## config.mk

```make
export PLATFORM = sky130hd
export DESIGN_NAME = rolling_hash_pattern_matcher_flat
export DESIGN_NICKNAME = d
export VERILOG_FILES = /design/src/rtl/core/rhpm_pkg.sv /design/src/rtl/core/rhpm_if.sv /design/src/rtl/core/rhpm_modmul.sv /design/src/rtl/core/rolling_hash_pattern_matcher.sv /design/src/flat_wrapper.sv
export VERILOG_INCLUDE_DIRS = /design/src /design/src/rtl/core
export SDC_FILE = /design/constraint.sdc
export NUM_CORES = 2
export LEC_CHECK = 0
export ABC_CLOCK_PERIOD_IN_PS = 10200
export BUFFER_PORTS_ARGS = -buffer_cell sky130_fd_sc_hd__buf_2
export CAP_MARGIN = 10
export CORE_MARGIN = 4
export CORE_UTILIZATION = 50
export DETAILED_ROUTE_END_ITERATION = 10
export GPL_TIMING_DRIVEN = 0
export PLACE_DENSITY = 0.66
export SYNTH_ARGS = -nofsm -noshare
export SYNTH_HDL_FRONTEND = slang
export SYNTH_HIERARCHICAL = 1
export SYNTH_SLANG_ARGS = --single-unit
```

## constraint.sdc

```tcl
create_clock -name clk_i -period 10.2 [get_ports clk_i]
set_clock_uncertainty 0.2 [all_clocks]
set_input_delay 3.06 -clock clk_i [delete_from_list [all_inputs] [get_ports clk_i]]
set_output_delay 3.06 -clock clk_i [all_outputs]
set_load 0.05 [all_outputs]
```

## src/rtl/core/rolling_hash_pattern_matcher_defines.svh

```systemverilog
// Assertion macros shared by the matcher RTL.
`ifndef ROLLING_HASH_PATTERN_MATCHER_DEFINES_SVH
`define ROLLING_HASH_PATTERN_MATCHER_DEFINES_SVH

// A property checked at every clock edge outside reset.
`define RHPM_ASSERT(name, prop) \
  name: assert property (@(posedge clk_i) disable iff (!rst_ni) prop) \
    else $error("rhpm: check failed");

// A property that must also hold while reset is applied.
`define RHPM_ASSERT_ALWAYS(name, prop) \
  name: assert property (@(posedge clk_i) prop) \
    else $error("rhpm: check failed");

`endif

```

## src/rtl/core/rhpm_pkg.sv

```systemverilog
`default_nettype none

package rhpm_pkg;

  // Defaults of the top level parameters.
  localparam int unsigned MaxPatternDef = 64;
  localparam int unsigned PosBitsDef    = 32;

  // Register file of the configuration port.
  localparam int unsigned CfgIdxW = 2;
  localparam logic [CfgIdxW-1:0] REG_HASH_BASE = 2'd0;
  localparam logic [CfgIdxW-1:0] REG_HASH_MOD  = 2'd1;
  localparam logic [30:0] HASH_BASE_RST = 31'd257;
  localparam logic [30:0] HASH_MOD_RST  = 31'd1000000007;

  // Operations of the shared modular unit.
  typedef enum logic {
    MM_REDUCE,
    MM_MUL
  } mm_op_e;

  typedef struct packed {
    logic        start;
    mm_op_e      op;
    logic [31:0] x;
    logic [31:0] y;
    logic [31:0] m;
  } mm_cmd_t;

  typedef struct packed {
    logic        busy;
    logic        done;
    logic [31:0] result;
  } mm_rsp_t;

  typedef enum logic [4:0] {
    ST_IDLE,
    ST_BRED,
    ST_P_BP,
    ST_P_PH,
    ST_P_ADD,
    ST_T_HRED,
    ST_T_BPRED,
    ST_T_SUB,
    ST_T_FIX,
    ST_T_MUL,
    ST_T_ADD,
    ST_T_PHRED,
    ST_T_CHK,
    ST_V_RD,
    ST_V_CMP,
    ST_FIN
  } state_e;

  function automatic logic [31:0] sat_inc(input logic [31:0] v);
    sat_inc = (v == 32'hFFFF_FFFF) ? v : v + 32'd1;
  endfunction

endpackage

`default_nettype wire

```

## src/rtl/core/rhpm_if.sv

```systemverilog
`default_nettype none

// Input word channel.
interface rhpm_in_if;
  logic       valid;
  logic       ready;
  logic       func;
  logic [7:0] data_byte;
  logic       last_byte;
  modport source (output valid, func, data_byte, last_byte, input ready);
  modport sink   (input valid, func, data_byte, last_byte, output ready);
endinterface

// Result word channel.
interface rhpm_out_if;
  logic        valid;
  logic        ready;
  logic [31:0] match_position;
  logic        verified;
  logic [31:0] matches_in_search;
  logic [31:0] collision_total;
  logic [31:0] search_total;
  modport source (output valid, match_position, verified, matches_in_search,
                  collision_total, search_total, input ready);
  modport sink   (input valid, match_position, verified, matches_in_search,
                  collision_total, search_total, output ready);
endinterface

// Configuration write channel.
interface rhpm_cfg_if;
  logic                        valid;
  logic                        ready;
  logic [rhpm_pkg::CfgIdxW-1:0] index;
  logic [31:0]                 wdata;
  modport source (output valid, index, wdata, input ready);
  modport sink   (input valid, index, wdata, output ready);
endinterface

`default_nettype wire

```

## src/rtl/core/rhpm_modmul.sv

```systemverilog
`default_nettype none

// Bit-serial modular unit. It walks x from the top bit, one bit a cycle:
// r = (2r + a) mod m, with a = bit for a reduction and a = bit ? y : 0 for
// a product. y must already be below m.
module rhpm_modmul (
  input  wire logic             clk_i,
  input  wire logic             rst_ni,
  input  wire rhpm_pkg::mm_cmd_t cmd_i,
  output rhpm_pkg::mm_rsp_t     rsp_o
);

  logic                 busy_q, busy_d;
  logic                 done_q, done_d;
  logic [4:0]           cnt_q, cnt_d;
  logic [31:0]          r_q, r_d;
  logic [31:0]          x_q, x_d;
  logic [31:0]          y_q, y_d;
  logic [31:0]          m_q, m_d;
  rhpm_pkg::mm_op_e     op_q, op_d;
  logic [32:0]          dbl, dbl_red, sum;
  logic [31:0]          addend;

  // One step: double and reduce, then add and reduce.
  always_comb begin
    dbl     = {r_q, 1'b0};
    dbl_red = (dbl >= {1'b0, m_q}) ? dbl - {1'b0, m_q} : dbl;
    if (op_q == rhpm_pkg::MM_REDUCE) begin
      addend = {31'd0, x_q[31]};
    end else begin
      addend = x_q[31] ? y_q : 32'd0;
    end
    sum = dbl_red + {1'b0, addend};
    if (sum >= {1'b0, m_q}) begin
      sum = sum - {1'b0, m_q};
    end
  end

  // Sequencing of the 32 steps.
  always_comb begin
    busy_d = busy_q;
    done_d = 1'b0;
    cnt_d  = cnt_q;
    r_d    = r_q;
    x_d    = x_q;
    y_d    = y_q;
    m_d    = m_q;
    op_d   = op_q;
    if (busy_q) begin
      r_d   = sum[31:0];
      x_d   = {x_q[30:0], 1'b0};
      cnt_d = cnt_q + 5'd1;
      if (cnt_q == 5'd31) begin
        busy_d = 1'b0;
        done_d = 1'b1;
      end
    end else if (cmd_i.start) begin
      busy_d = 1'b1;
      cnt_d  = 5'd0;
      r_d    = 32'd0;
      x_d    = cmd_i.x;
      y_d    = cmd_i.y;
      m_d    = cmd_i.m;
      op_d   = cmd_i.op;
    end
  end

  always_ff @(posedge clk_i or negedge rst_ni) begin
    if (!rst_ni) begin
      busy_q <= 1'b0;
      done_q <= 1'b0;
      cnt_q  <= 5'd0;
    end else begin
      busy_q <= busy_d;
      done_q <= done_d;
      cnt_q  <= cnt_d;
    end
  end

  always_ff @(posedge clk_i) begin
    r_q  <= r_d;
    x_q  <= x_d;
    y_q  <= y_d;
    m_q  <= m_d;
    op_q <= op_d;
  end

  assign rsp_o.busy   = busy_q;
  assign rsp_o.done   = done_q;
  assign rsp_o.result = r_q;

endmodule

`default_nettype wire

```

## src/rtl/core/rolling_hash_pattern_matcher.sv

```systemverilog
// Channel | Dir | Word
// in_if   | in  | func, data_byte, last_byte
// out_if  | out | match_position, verified, matches_in_search, collision_total,
//         |     | search_total
// cfg_if  | in  | index, wdata (hash_base, hash_modulus)
//
// Every operation of the modular unit is a start, 32 bit steps and a done. A first
// pattern byte reduces the base, multiplies and adds; a later kept one also raises
// the power; a text byte reduces base and window hash, drops the oldest byte once
// the window is full, multiplies, adds, reduces pattern hash and verifies a hit.
// Bytes that change no hash (dropped pattern bytes, text with no pattern) start no
// unit operation. Reset is asynchronous and active low; the memories need no
// clearing. A finished word waits in the output register while the next byte is
// taken; a text byte waits in its final stage while that register is still full.
// Configuration is written only while the block is idle and no byte is offered.
`default_nettype none

`include "rolling_hash_pattern_matcher_defines.svh"

module rolling_hash_pattern_matcher #(
  parameter int unsigned MAX_PATTERN   = rhpm_pkg::MaxPatternDef,
  parameter int unsigned POSITION_BITS = rhpm_pkg::PosBitsDef
) (
  input  wire logic   clk_i,
  input  wire logic   rst_ni,
  rhpm_in_if.sink     in_if,
  rhpm_out_if.source  out_if,
  rhpm_cfg_if.sink    cfg_if
);

  localparam int unsigned IdxW = (MAX_PATTERN > 1) ? $clog2(MAX_PATTERN) : 1;
  localparam int unsigned LenW = $clog2(MAX_PATTERN + 1);
  localparam int unsigned PosW = POSITION_BITS;
  localparam int unsigned ExtW = (PosW > 32) ? PosW : 32;
  localparam logic [LenW-1:0] MaxLen = LenW'(MAX_PATTERN);

  rhpm_pkg::state_e state_q, state_d;

  // Configuration registers.
  logic [30:0] base_q, mod_q;
  logic [31:0] m_eff;

  // Search state.
  logic [LenW-1:0] len_q, fill_q;
  logic            complete_q;
  logic [30:0]     ph_q, bp_q, wh_q;
  logic [PosW-1:0] pos_q;
  logic [IdxW-1:0] ptr_q;
  logic [31:0]     mc_q, cc_q, sc_q;

  // Working registers.
  logic [30:0]     b_q, acc_q, bpr_q, sub_q, phr_q;
  logic [7:0]      byte_q;
  logic            last_q, txt_q, first_q, iss_q, ok_q, hit_q;
  logic [IdxW-1:0] q_q;
  logic [IdxW-1:0] k_q;

  // Memories.
  logic [7:0]      pstore [MAX_PATTERN];
  logic [7:0]      ring   [MAX_PATTERN];
  logic [7:0]      ring_rd_q, pat_rd_q;
  logic [IdxW-1:0] ring_raddr;

  // Output register.
  logic        ov_q;
  logic [31:0] o_pos_q, o_mc_q, o_cc_q, o_sc_q;
  logic        o_ver_q;

  rhpm_pkg::mm_cmd_t mm_cmd;
  rhpm_pkg::mm_rsp_t mm_rsp;

  logic            in_acc, op_state, fin_go, out_load;
  logic [LenW-1:0] len_eff, fill_inc;
  logic [32:0]     fix_sum;
  logic [IdxW-1:0] ptr_nx, q_nx;
  logic [31:0]     mc_n, cc_n, sc_n;
  logic [PosW-1:0] start_pos;
  logic [ExtW-1:0] start_ext;

  rhpm_modmul u_modmul (
    .clk_i  (clk_i),
    .rst_ni (rst_ni),
    .cmd_i  (mm_cmd),
    .rsp_o  (mm_rsp)
  );

  assign m_eff    = (mod_q == 31'd0) ? 32'h8000_0000 : {1'b0, mod_q};
  assign in_acc   = in_if.valid && in_if.ready;
  assign len_eff  = complete_q ? '0 : len_q;
  assign fill_inc = (fill_q < len_q) ? fill_q + 1'b1 : fill_q;
  assign fix_sum  = {2'b0, acc_q} + {1'b0, m_eff} - {2'b0, sub_q};
  assign ptr_nx   = (LenW'(ptr_q) + 1'b1 == len_q) ? '0 : ptr_q + 1'b1;
  assign q_nx     = (LenW'(q_q) + 1'b1 == len_q) ? '0 : q_q + 1'b1;
  assign fin_go   = !ov_q || out_if.ready;
  assign out_load = (state_q == rhpm_pkg::ST_FIN) && fin_go && hit_q;

  // Counters after this text byte.
  assign mc_n = (hit_q && ok_q) ? rhpm_pkg::sat_inc(mc_q) : mc_q;
  assign cc_n = (hit_q && !ok_q) ? rhpm_pkg::sat_inc(cc_q) : cc_q;
  assign sc_n = (last_q && fill_q >= len_q) ? rhpm_pkg::sat_inc(sc_q) : sc_q;
  assign start_pos = pos_q - PosW'(len_q - 1'b1);
  assign start_ext = ExtW'(start_pos);

  // Configuration writes are taken only while no byte is being worked on.
  assign cfg_if.ready = (state_q == rhpm_pkg::ST_IDLE) && !in_if.valid;

  always_ff @(posedge clk_i or negedge rst_ni) begin
    if (!rst_ni) begin
      base_q <= rhpm_pkg::HASH_BASE_RST;
      mod_q  <= rhpm_pkg::HASH_MOD_RST;
    end else if (cfg_if.valid && cfg_if.ready) begin
      unique case (cfg_if.index)
        rhpm_pkg::REG_HASH_BASE: base_q <= cfg_if.wdata[30:0];
        rhpm_pkg::REG_HASH_MOD:  mod_q  <= cfg_if.wdata[30:0];
        default: ;
      endcase
    end
  end

  // Next state.
  always_comb begin
    state_d = state_q;
    unique case (state_q)
      rhpm_pkg::ST_IDLE: begin
        if (in_acc) begin
          if (!in_if.func && len_eff < MaxLen) begin
            state_d = rhpm_pkg::ST_BRED;
          end else if (in_if.func && len_q != '0) begin
            state_d = rhpm_pkg::ST_BRED;
          end
        end
      end
      rhpm_pkg::ST_BRED: begin
        if (mm_rsp.done) begin
          if (txt_q) begin
            state_d = rhpm_pkg::ST_T_HRED;
          end else if (first_q) begin
            state_d = rhpm_pkg::ST_P_PH;
          end else begin
            state_d = rhpm_pkg::ST_P_BP;
          end
        end
      end
      rhpm_pkg::ST_P_BP:  if (mm_rsp.done) state_d = rhpm_pkg::ST_P_PH;
      rhpm_pkg::ST_P_PH:  if (mm_rsp.done) state_d = rhpm_pkg::ST_P_ADD;
      rhpm_pkg::ST_P_ADD: if (mm_rsp.done) state_d = rhpm_pkg::ST_IDLE;
      rhpm_pkg::ST_T_HRED: begin
        if (mm_rsp.done) begin
          state_d = (fill_q >= len_q) ? rhpm_pkg::ST_T_BPRED : rhpm_pkg::ST_T_MUL;
        end
      end
      rhpm_pkg::ST_T_BPRED: if (mm_rsp.done) state_d = rhpm_pkg::ST_T_SUB;
      rhpm_pkg::ST_T_SUB:   if (mm_rsp.done) state_d = rhpm_pkg::ST_T_FIX;
      rhpm_pkg::ST_T_FIX:   state_d = rhpm_pkg::ST_T_MUL;
      rhpm_pkg::ST_T_MUL:   if (mm_rsp.done) state_d = rhpm_pkg::ST_T_ADD;
      rhpm_pkg::ST_T_ADD:   if (mm_rsp.done) state_d = rhpm_pkg::ST_T_PHRED;
      rhpm_pkg::ST_T_PHRED: if (mm_rsp.done) state_d = rhpm_pkg::ST_T_CHK;
      rhpm_pkg::ST_T_CHK: begin
        if (fill_q >= len_q && wh_q == phr_q) begin
          state_d = rhpm_pkg::ST_V_RD;
        end else begin
          state_d = rhpm_pkg::ST_FIN;
        end
      end
      rhpm_pkg::ST_V_RD: state_d = rhpm_pkg::ST_V_CMP;
      rhpm_pkg::ST_V_CMP: begin
        if (ring_rd_q != pat_rd_q || LenW'(k_q) + 1'b1 == len_q) begin
          state_d = rhpm_pkg::ST_FIN;
        end else begin
          state_d = rhpm_pkg::ST_V_RD;
        end
      end
      rhpm_pkg::ST_FIN: if (fin_go) state_d = rhpm_pkg::ST_IDLE;
      default: state_d = rhpm_pkg::ST_IDLE;
    endcase
  end

  // Outputs of the sequencer: unit command, ready and ring read address.
  always_comb begin
    in_if.ready = (state_q == rhpm_pkg::ST_IDLE);
    op_state    = 1'b1;
    mm_cmd.op   = rhpm_pkg::MM_MUL;
    mm_cmd.x    = 32'd0;
    mm_cmd.y    = {1'b0, b_q};
    mm_cmd.m    = m_eff;
    ring_raddr  = ptr_q;
    unique case (state_q)
      rhpm_pkg::ST_BRED: begin
        mm_cmd.op = rhpm_pkg::MM_REDUCE;
        mm_cmd.x  = {1'b0, base_q};
      end
      rhpm_pkg::ST_P_BP:  mm_cmd.x = {1'b0, bp_q};
      rhpm_pkg::ST_P_PH:  mm_cmd.x = {1'b0, ph_q};
      rhpm_pkg::ST_P_ADD, rhpm_pkg::ST_T_ADD: begin
        mm_cmd.op = rhpm_pkg::MM_REDUCE;
        mm_cmd.x  = {1'b0, acc_q} + {24'd0, byte_q};
      end
      rhpm_pkg::ST_T_HRED: begin
        mm_cmd.op = rhpm_pkg::MM_REDUCE;
        mm_cmd.x  = {1'b0, wh_q};
      end
      rhpm_pkg::ST_T_BPRED: begin
        mm_cmd.op = rhpm_pkg::MM_REDUCE;
        mm_cmd.x  = {1'b0, bp_q};
      end
      rhpm_pkg::ST_T_SUB: begin
        mm_cmd.x = {24'd0, ring_rd_q};
        mm_cmd.y = {1'b0, bpr_q};
      end
      rhpm_pkg::ST_T_MUL: mm_cmd.x = {1'b0, acc_q};
      rhpm_pkg::ST_T_PHRED: begin
        mm_cmd.op = rhpm_pkg::MM_REDUCE;
        mm_cmd.x  = {1'b0, ph_q};
      end
      rhpm_pkg::ST_V_RD, rhpm_pkg::ST_V_CMP: begin
        op_state   = 1'b0;
        ring_raddr = q_q;
      end
      default: op_state = 1'b0;
    endcase
    mm_cmd.start = op_state && !iss_q && !mm_rsp.busy;
  end

  // Memories with registered reads.
  always_ff @(posedge clk_i) begin
    if (state_q == rhpm_pkg::ST_IDLE && in_acc && !in_if.func && len_eff < MaxLen) begin
      pstore[len_eff[IdxW-1:0]] <= in_if.data_byte;
    end
    if (state_q == rhpm_pkg::ST_T_ADD && mm_rsp.done) begin
      ring[ptr_q] <= byte_q;
    end
    ring_rd_q <= ring[ring_raddr];
    pat_rd_q  <= pstore[k_q];
  end

  // Payload working registers.
  always_ff @(posedge clk_i) begin
    if (in_acc) begin
      byte_q  <= in_if.data_byte;
      last_q  <= in_if.last_byte;
      txt_q   <= in_if.func;
      first_q <= (len_eff == '0);
    end
    if (mm_rsp.done) begin
      unique case (state_q)
        rhpm_pkg::ST_BRED:    b_q   <= mm_rsp.result[30:0];
        rhpm_pkg::ST_P_PH:    acc_q <= mm_rsp.result[30:0];
        rhpm_pkg::ST_T_HRED:  acc_q <= mm_rsp.result[30:0];
        rhpm_pkg::ST_T_BPRED: bpr_q <= mm_rsp.result[30:0];
        rhpm_pkg::ST_T_SUB:   sub_q <= mm_rsp.result[30:0];
        rhpm_pkg::ST_T_MUL:   acc_q <= mm_rsp.result[30:0];
        rhpm_pkg::ST_T_PHRED: phr_q <= mm_rsp.result[30:0];
        default: ;
      endcase
    end
    if (state_q == rhpm_pkg::ST_T_FIX) begin
      acc_q <= (fix_sum >= {1'b0, m_eff}) ? 31'(fix_sum - {1'b0, m_eff}) : fix_sum[30:0];
    end
    if (state_q == rhpm_pkg::ST_T_CHK) begin
      q_q <= ptr_q;
    end else if (state_q == rhpm_pkg::ST_V_CMP) begin
      q_q <= q_nx;
    end
  end

  // Control and search state.
  always_ff @(posedge clk_i or negedge rst_ni) begin
    if (!rst_ni) begin
      state_q    <= rhpm_pkg::ST_IDLE;
      iss_q      <= 1'b0;
      len_q      <= '0;
      fill_q     <= '0;
      complete_q <= 1'b1;
      ph_q       <= '0;
      bp_q       <= 31'd1;
      wh_q       <= '0;
      pos_q      <= '0;
      ptr_q      <= '0;
      mc_q       <= '0;
      cc_q       <= '0;
      sc_q       <= '0;
      k_q        <= '0;
      ok_q       <= 1'b0;
      hit_q      <= 1'b0;
      ov_q       <= 1'b0;
    end else begin
      state_q <= state_d;
      if (mm_cmd.start) begin
        iss_q <= 1'b1;
      end else if (mm_rsp.done) begin
        iss_q <= 1'b0;
      end
      if (out_load) begin
        ov_q <= 1'b1;
      end else if (ov_q && out_if.ready) begin
        ov_q <= 1'b0;
      end
      unique case (state_q)
        rhpm_pkg::ST_IDLE: begin
          hit_q <= 1'b0;
          if (in_acc && !in_if.func) begin
            if (complete_q) begin
              ph_q   <= '0;
              bp_q   <= 31'd1;
              wh_q   <= '0;
              pos_q  <= '0;
              ptr_q  <= '0;
              fill_q <= '0;
              mc_q   <= '0;
            end
            len_q      <= (len_eff < MaxLen) ? len_eff + 1'b1 : len_eff;
            complete_q <= in_if.last_byte;
          end else if (in_acc) begin
            complete_q <= 1'b1;
            if (len_q == '0) begin
              if (in_if.last_byte) begin
                wh_q   <= '0;
                pos_q  <= '0;
                ptr_q  <= '0;
                fill_q <= '0;
                mc_q   <= '0;
              end else begin
                pos_q <= pos_q + 1'b1;
              end
            end
          end
        end
        rhpm_pkg::ST_P_BP:  if (mm_rsp.done) bp_q <= mm_rsp.result[30:0];
        rhpm_pkg::ST_P_ADD: if (mm_rsp.done) ph_q <= mm_rsp.result[30:0];
        rhpm_pkg::ST_T_ADD: begin
          if (mm_rsp.done) begin
            wh_q   <= mm_rsp.result[30:0];
            ptr_q  <= ptr_nx;
            fill_q <= fill_inc;
          end
        end
        rhpm_pkg::ST_T_CHK: begin
          k_q   <= '0;
          ok_q  <= 1'b1;
          hit_q <= (fill_q >= len_q && wh_q == phr_q);
        end
        rhpm_pkg::ST_V_CMP: begin
          if (ring_rd_q != pat_rd_q) begin
            ok_q <= 1'b0;
          end
          k_q <= k_q + 1'b1;
        end
        rhpm_pkg::ST_FIN: begin
          if (fin_go) begin
            cc_q <= cc_n;
            sc_q <= sc_n;
            if (last_q) begin
              wh_q   <= '0;
              pos_q  <= '0;
              ptr_q  <= '0;
              fill_q <= '0;
              mc_q   <= '0;
            end else begin
              mc_q  <= mc_n;
              pos_q <= pos_q + 1'b1;
            end
          end
        end
        default: ;
      endcase
    end
  end

  // Result word, loaded whenever a text byte finishes; it is offered only for a hit.
  always_ff @(posedge clk_i) begin
    if (state_q == rhpm_pkg::ST_FIN && fin_go) begin
      o_pos_q <= start_ext[31:0];
      o_ver_q <= ok_q;
      o_mc_q  <= mc_n;
      o_cc_q  <= cc_n;
      o_sc_q  <= sc_n;
    end
  end

  assign out_if.valid             = ov_q;
  assign out_if.match_position    = o_pos_q;
  assign out_if.verified          = o_ver_q;
  assign out_if.matches_in_search = o_mc_q;
  assign out_if.collision_total   = o_cc_q;
  assign out_if.search_total      = o_sc_q;

  // The unit is never started while it is still working.
  `RHPM_ASSERT(a_start_idle, mm_cmd.start |-> !mm_rsp.busy)
  // The window never holds more bytes than the pattern.
  `RHPM_ASSERT(a_fill_le_len, fill_q <= len_q)
  // The ring pointer stays inside the window.
  `RHPM_ASSERT(a_ptr_range, len_q == '0 || LenW'(ptr_q) < len_q)
  // A result word appears only after the final stage.
  `RHPM_ASSERT(a_out_from_fin,
      $rose(ov_q) |-> $past(state_q) == rhpm_pkg::ST_FIN)

endmodule

`default_nettype wire

```

## src/flat_wrapper.sv

```systemverilog
// flat-port wrapper written by rule: the top's interface ports become plain ports
module rolling_hash_pattern_matcher_flat 
#(
  parameter int unsigned MAX_PATTERN   = rhpm_pkg::MaxPatternDef,
  parameter int unsigned POSITION_BITS = rhpm_pkg::PosBitsDef
)
  (clk_i, rst_ni, in_if_valid, in_if_func, in_if_data_byte, in_if_last_byte, in_if_ready, out_if_valid, out_if_match_position, out_if_verified, out_if_matches_in_search, out_if_collision_total, out_if_search_total, out_if_ready, cfg_if_valid, cfg_if_index, cfg_if_wdata, cfg_if_ready);
  rhpm_in_if in_if_i ();
  rhpm_out_if out_if_i ();
  rhpm_cfg_if cfg_if_i ();
  input  wire logic clk_i;
  input  wire logic rst_ni;
  input wire logic [$bits(in_if_i.valid)-1:0] in_if_valid;
  input wire logic [$bits(in_if_i.func)-1:0] in_if_func;
  input wire logic [$bits(in_if_i.data_byte)-1:0] in_if_data_byte;
  input wire logic [$bits(in_if_i.last_byte)-1:0] in_if_last_byte;
  output wire logic [$bits(in_if_i.ready)-1:0] in_if_ready;
  output wire logic [$bits(out_if_i.valid)-1:0] out_if_valid;
  output wire logic [$bits(out_if_i.match_position)-1:0] out_if_match_position;
  output wire logic [$bits(out_if_i.verified)-1:0] out_if_verified;
  output wire logic [$bits(out_if_i.matches_in_search)-1:0] out_if_matches_in_search;
  output wire logic [$bits(out_if_i.collision_total)-1:0] out_if_collision_total;
  output wire logic [$bits(out_if_i.search_total)-1:0] out_if_search_total;
  input wire logic [$bits(out_if_i.ready)-1:0] out_if_ready;
  input wire logic [$bits(cfg_if_i.valid)-1:0] cfg_if_valid;
  input wire logic [$bits(cfg_if_i.index)-1:0] cfg_if_index;
  input wire logic [$bits(cfg_if_i.wdata)-1:0] cfg_if_wdata;
  output wire logic [$bits(cfg_if_i.ready)-1:0] cfg_if_ready;
  assign in_if_i.valid = in_if_valid;
  assign in_if_i.func = in_if_func;
  assign in_if_i.data_byte = in_if_data_byte;
  assign in_if_i.last_byte = in_if_last_byte;
  assign in_if_ready = in_if_i.ready;
  assign out_if_valid = out_if_i.valid;
  assign out_if_match_position = out_if_i.match_position;
  assign out_if_verified = out_if_i.verified;
  assign out_if_matches_in_search = out_if_i.matches_in_search;
  assign out_if_collision_total = out_if_i.collision_total;
  assign out_if_search_total = out_if_i.search_total;
  assign out_if_i.ready = out_if_ready;
  assign cfg_if_i.valid = cfg_if_valid;
  assign cfg_if_i.index = cfg_if_index;
  assign cfg_if_i.wdata = cfg_if_wdata;
  assign cfg_if_ready = cfg_if_i.ready;
  rolling_hash_pattern_matcher #(.MAX_PATTERN(MAX_PATTERN), .POSITION_BITS(POSITION_BITS)) u_core (.clk_i(clk_i), .rst_ni(rst_ni), .in_if(in_if_i), .out_if(out_if_i), .cfg_if(cfg_if_i));
endmodule
```

==> results.ini <==
[timing]
worstMarginPinSlew_ns = 1.22
max-slew-margin-rel_pct = 17.4
rsz0062_at_grt = false
hold_violations = 0
clock.fmax_mhz = 104
setup_viol = 0
fin_crit_sh_pct = 94.3
finalMaxSlewViolations = 0
min_period_ns = 9.62

[setup_path]
end_kind = register
crit_required_ns = 10.56
cpLargestDelayFamily = compound AO/OA/AOI/OAI gates
worstPathMaxFanout = 10
cp.arrival_ns = 9.98
cp_num_buf_inv = 6
crit_type = reg2reg
rrSetupSlack_ns = 0.58
r2r-end = u_core/u_modmul/r_q[10]
cpMaxStageDelayCell = edfxtp_1
r2r-start = u_core/u_modmul/r_q[7]
worst_setup_path_start_kind = register
reg2reg_depth = 33
slowest_delay_ns = 0.79

[synth]
postSynthAreaPerCell_um2 = 13.6
synth_seq_cells = 1795
yosysSeqAreaShare_pct = 61.5
syn_nets = 6546
ys.flop_type = edfxtp_1
post_synth_num_cell_types = 112
async_flop_share_pct = 18.1
synth_warnings = 6
syn-cell-area_um2 = 84800
synthCells = 6240
synth-edff-count = 1453

[floorplanning]
coreArea_um2 = 168000
dieArea_um2 = 176000
rows = 150
die_w_um = 420
start_util_pct = 50.5
num_io_pins = 181
dieHeight_um = 420

[global_route]
antenna_found_initial = 16
grt_usage_pct = 26.4
grt_pass1_vias = 53900
grt_max_degree = 105
grt_overflow = 0
grt_pass1_wl_mm = 346

[place]
place_inst = 8664
dp_hpwl_mm = 165
gp_congestion = 0.936
io_buffers = 179
placed_area_um2 = 89300

[min_path]
hold_start = u_core/bp_q[3]
worstHoldEndpoint = u_core/bp_q[3]
min_path_type = reg2reg
whs_path_depth = 2

[cells_and_area]
mostFrequentLayoutCells = 1453 x edfxtp_1, 682 x nand2_1, 353 x nor2_1, 305 x dfrtp_1, 296 x mux4_2
final_cell_area_um2 = 95600
final_common_cell = edfxtp_1
fin_nets = 6965
layout-drive-gt1-share_pct = 15.2
fin_cells = 9022
area_delta_synth_final_pct = 12.8
fillers = 13400

[route]
wirelength_mm = 234
firstDrtPassIters = 10
wl_per_cell_um = 26.0
drt_iter0_markers = 6887
vias = 55100
ant_nets = 0
drcViolationCount = 1
via_per_inst = 6.11

[clocking]
cts_max_level = 4
tritoncts = yes
path_clk_slew_ns = 0.06
cts_root_buf = clkbuf_16
cts_buffers = 184
clk_latency_ns = 0.84
clk_path_buf_depth = 3
cts_sinks = 1795

[flow_run]
maxCapViolations = 0

[status]
status = complete, but fails checks
violations = DRC

[power_and_ir_drop]
ir_drop_v = 0.000185
p_leak_uw = 0.0358
power_density_nw_per_um2 = 188

[how the worst max path moves through the flow]
stage	from	end	cells after the start
final	u_core/u_modmul/r_q[7]	u_core/u_modmul/r_q[10]	33
after global routing	u_core/u_modmul/r_q[21]	u_core/u_modmul/r_q[8]	33
after CTS	u_core/u_modmul/r_q[10]	u_core/u_modmul/r_q[21]	35
after detailed placement	u_core/u_modmul/r_q[10]	u_core/u_modmul/r_q[21]	35
after global placement	rst_ni	u_core/mod_q[8]	1
after floorplan	out_if_ready	u_core/cc_q[17]	8
[sequential cells by signal, summed over array words and instances (netlist names), 31 cells and up]
| signal | count |
|---|---|
| u_core/cc_q | 32 |
| u_core/ph_q | 31 |
| u_core/u_modmul/x_q | 32 |
| u_core/phr_q | 31 |
| u_core/acc_q | 31 |
| u_core/base_q | 31 |
| u_core/bp_q | 31 |
| u_core/wh_q | 31 |
| u_core/out_if.matches_in_search | 32 |
| u_core/mod_q | 31 |
| u_core/ring | 512 |
| u_core/u_modmul/r_q | 32 |
| u_core/out_if.match_position | 32 |
| u_core/mc_q | 32 |
| u_core/sc_q | 32 |
| u_core/bpr_q | 31 |
| u_core/out_if.search_total | 32 |
| u_core/u_modmul/m_q | 32 |
| u_core/out_if.collision_total | 32 |
| u_core/sub_q | 31 |
| u_core/u_modmul/y_q | 32 |
| u_core/b_q | 31 |
| u_core/pstore | 512 |
| u_core/pos_q | 32 |
[logic make-up (layout without fill, tap and decap cells)]
| logic type | Yosys count | in the layout | share of synthesized area (%) |
|---|---|---|---|
| other | 1 | 3 | 0.00442 |
| flip-flops | 1795 | 1795 | 61.5 |
| buffers and inverters | 554 | 1130 | 2.67 |
| AND/OR/NAND/NOR | 1717 | 1717 | 9.43 |
| multiplexers | 420 | 420 | 9.43 |
| AO/OA/AOI/OAI | 1077 | 1077 | 8.52 |
| XOR/XNOR | 419 | 419 | 4.33 |
| adder cells (fa/ha/maj) | 257 | 257 | 4.12 |
[synthesized netlist by cell type (17+ instances only)]
cell         n  area share [%]
dfstp_2     20            0.62
mux2_2      72            0.96
inv_1      239             1.1
nand4_1     83            0.61
o21bai_1    21            0.19
buf_2       35            0.21
and3_1      97            0.72
nor2b_1     27            0.20
o211ai_1    34            0.30
xnor2_1    273             2.8
edfxtp_1  1453              51
a211oi_1    30            0.27
and2_1      27            0.20
o21ai_0    245             1.4
dfxtp_1     17            0.40
nand3_1    205             1.2
dfrtp_1    305             9.0
nand2b_1    36            0.27
mux2i_1     52            0.61
o21ai_1     39            0.23
nor3_1      55            0.32
buf_1       49            0.22
o31ai_1     25            0.22
and4_1      17            0.18
a22oi_1     45            0.40
xor2_1     146             1.5
o21a_1      27            0.24
nor2_1     354             1.6
clkbuf_1   205            0.91
a21oi_1    199             1.2
ha_1       220             3.2
nand2_1    682             3.0
mux4_2     296             7.9
fa_1        37            0.87
o22ai_1     19            0.14
or3_1       23            0.17
a22o_1      87            0.90
a31oi_1     47            0.35
a21o_1      91            0.81
nor4_1      37            0.27
[report_power, final]
part           switching [µW]  internal (µW)
clock                    2940           3800
sequential                609           8160
combinational            1470            944
[tightest hold or removal path: cells and delay by family, from the launching register on]
family,cells,cell delay [ns]
simple gates,2,0.10
flops,1,0.34
[what timing repair did]
| item | 4_1_cts | 5_1_grt |
|---|---|---|
| endpoints found under the hold margin | 0 | 0 |
| setup endpoints to repair | 0 | 27 |
| resized for setup | 0 | 1 |
| hold buffers | 0 | 0 |
| setup buffers | 0 | 4 |
[layer usage]
layer	track usage (%)	up-vias	wire length, µm	share of wire (%)
met2	41.7	2447	109000	47
met1	36.6	27700	95000	41
li1	-	24500	-	-
met5	0	-	13	0.0056
met4	12.1	2	12000	5.1
met3	3.91	512	17800	7.6
[per-stage QoR]
step           TNS [ns]  util (%)  hold slack [ns]  setup WS [ns]  total power [µW]
2_1_floorplan         0         -            0.238           1.82             10200
3_3_place_gp    -389.30      52.7            0.253          -1.04             11200
3_5_place_dp          0      53.2            0.256          0.615             11200
4_1_cts               0      56.9            0.269          0.548             18000
5_1_grt               0      57.0            0.288         0.0873             18600
6_report              0      57.0            0.266          0.585             17900
[layout make-up]
class | instances | area [µm²] | area share [%]
clock buffer | 241 | 4950 | 5.18
timing repair buffer | 233 | 1930 | 2.02
buffer | 311 | 1350 | 1.41
clock inverter | 102 | 1130 | 1.18
antenna | 2 | 5.00 | 0.00523
tap | 2204 | 2760 | 2.88
inverter | 243 | 912 | 0.954
sequential | 1795 | 52100 | 54.5
multi-input combinational | 3891 | 30400 | 31.8
Power figures use the tool's default switching activity.
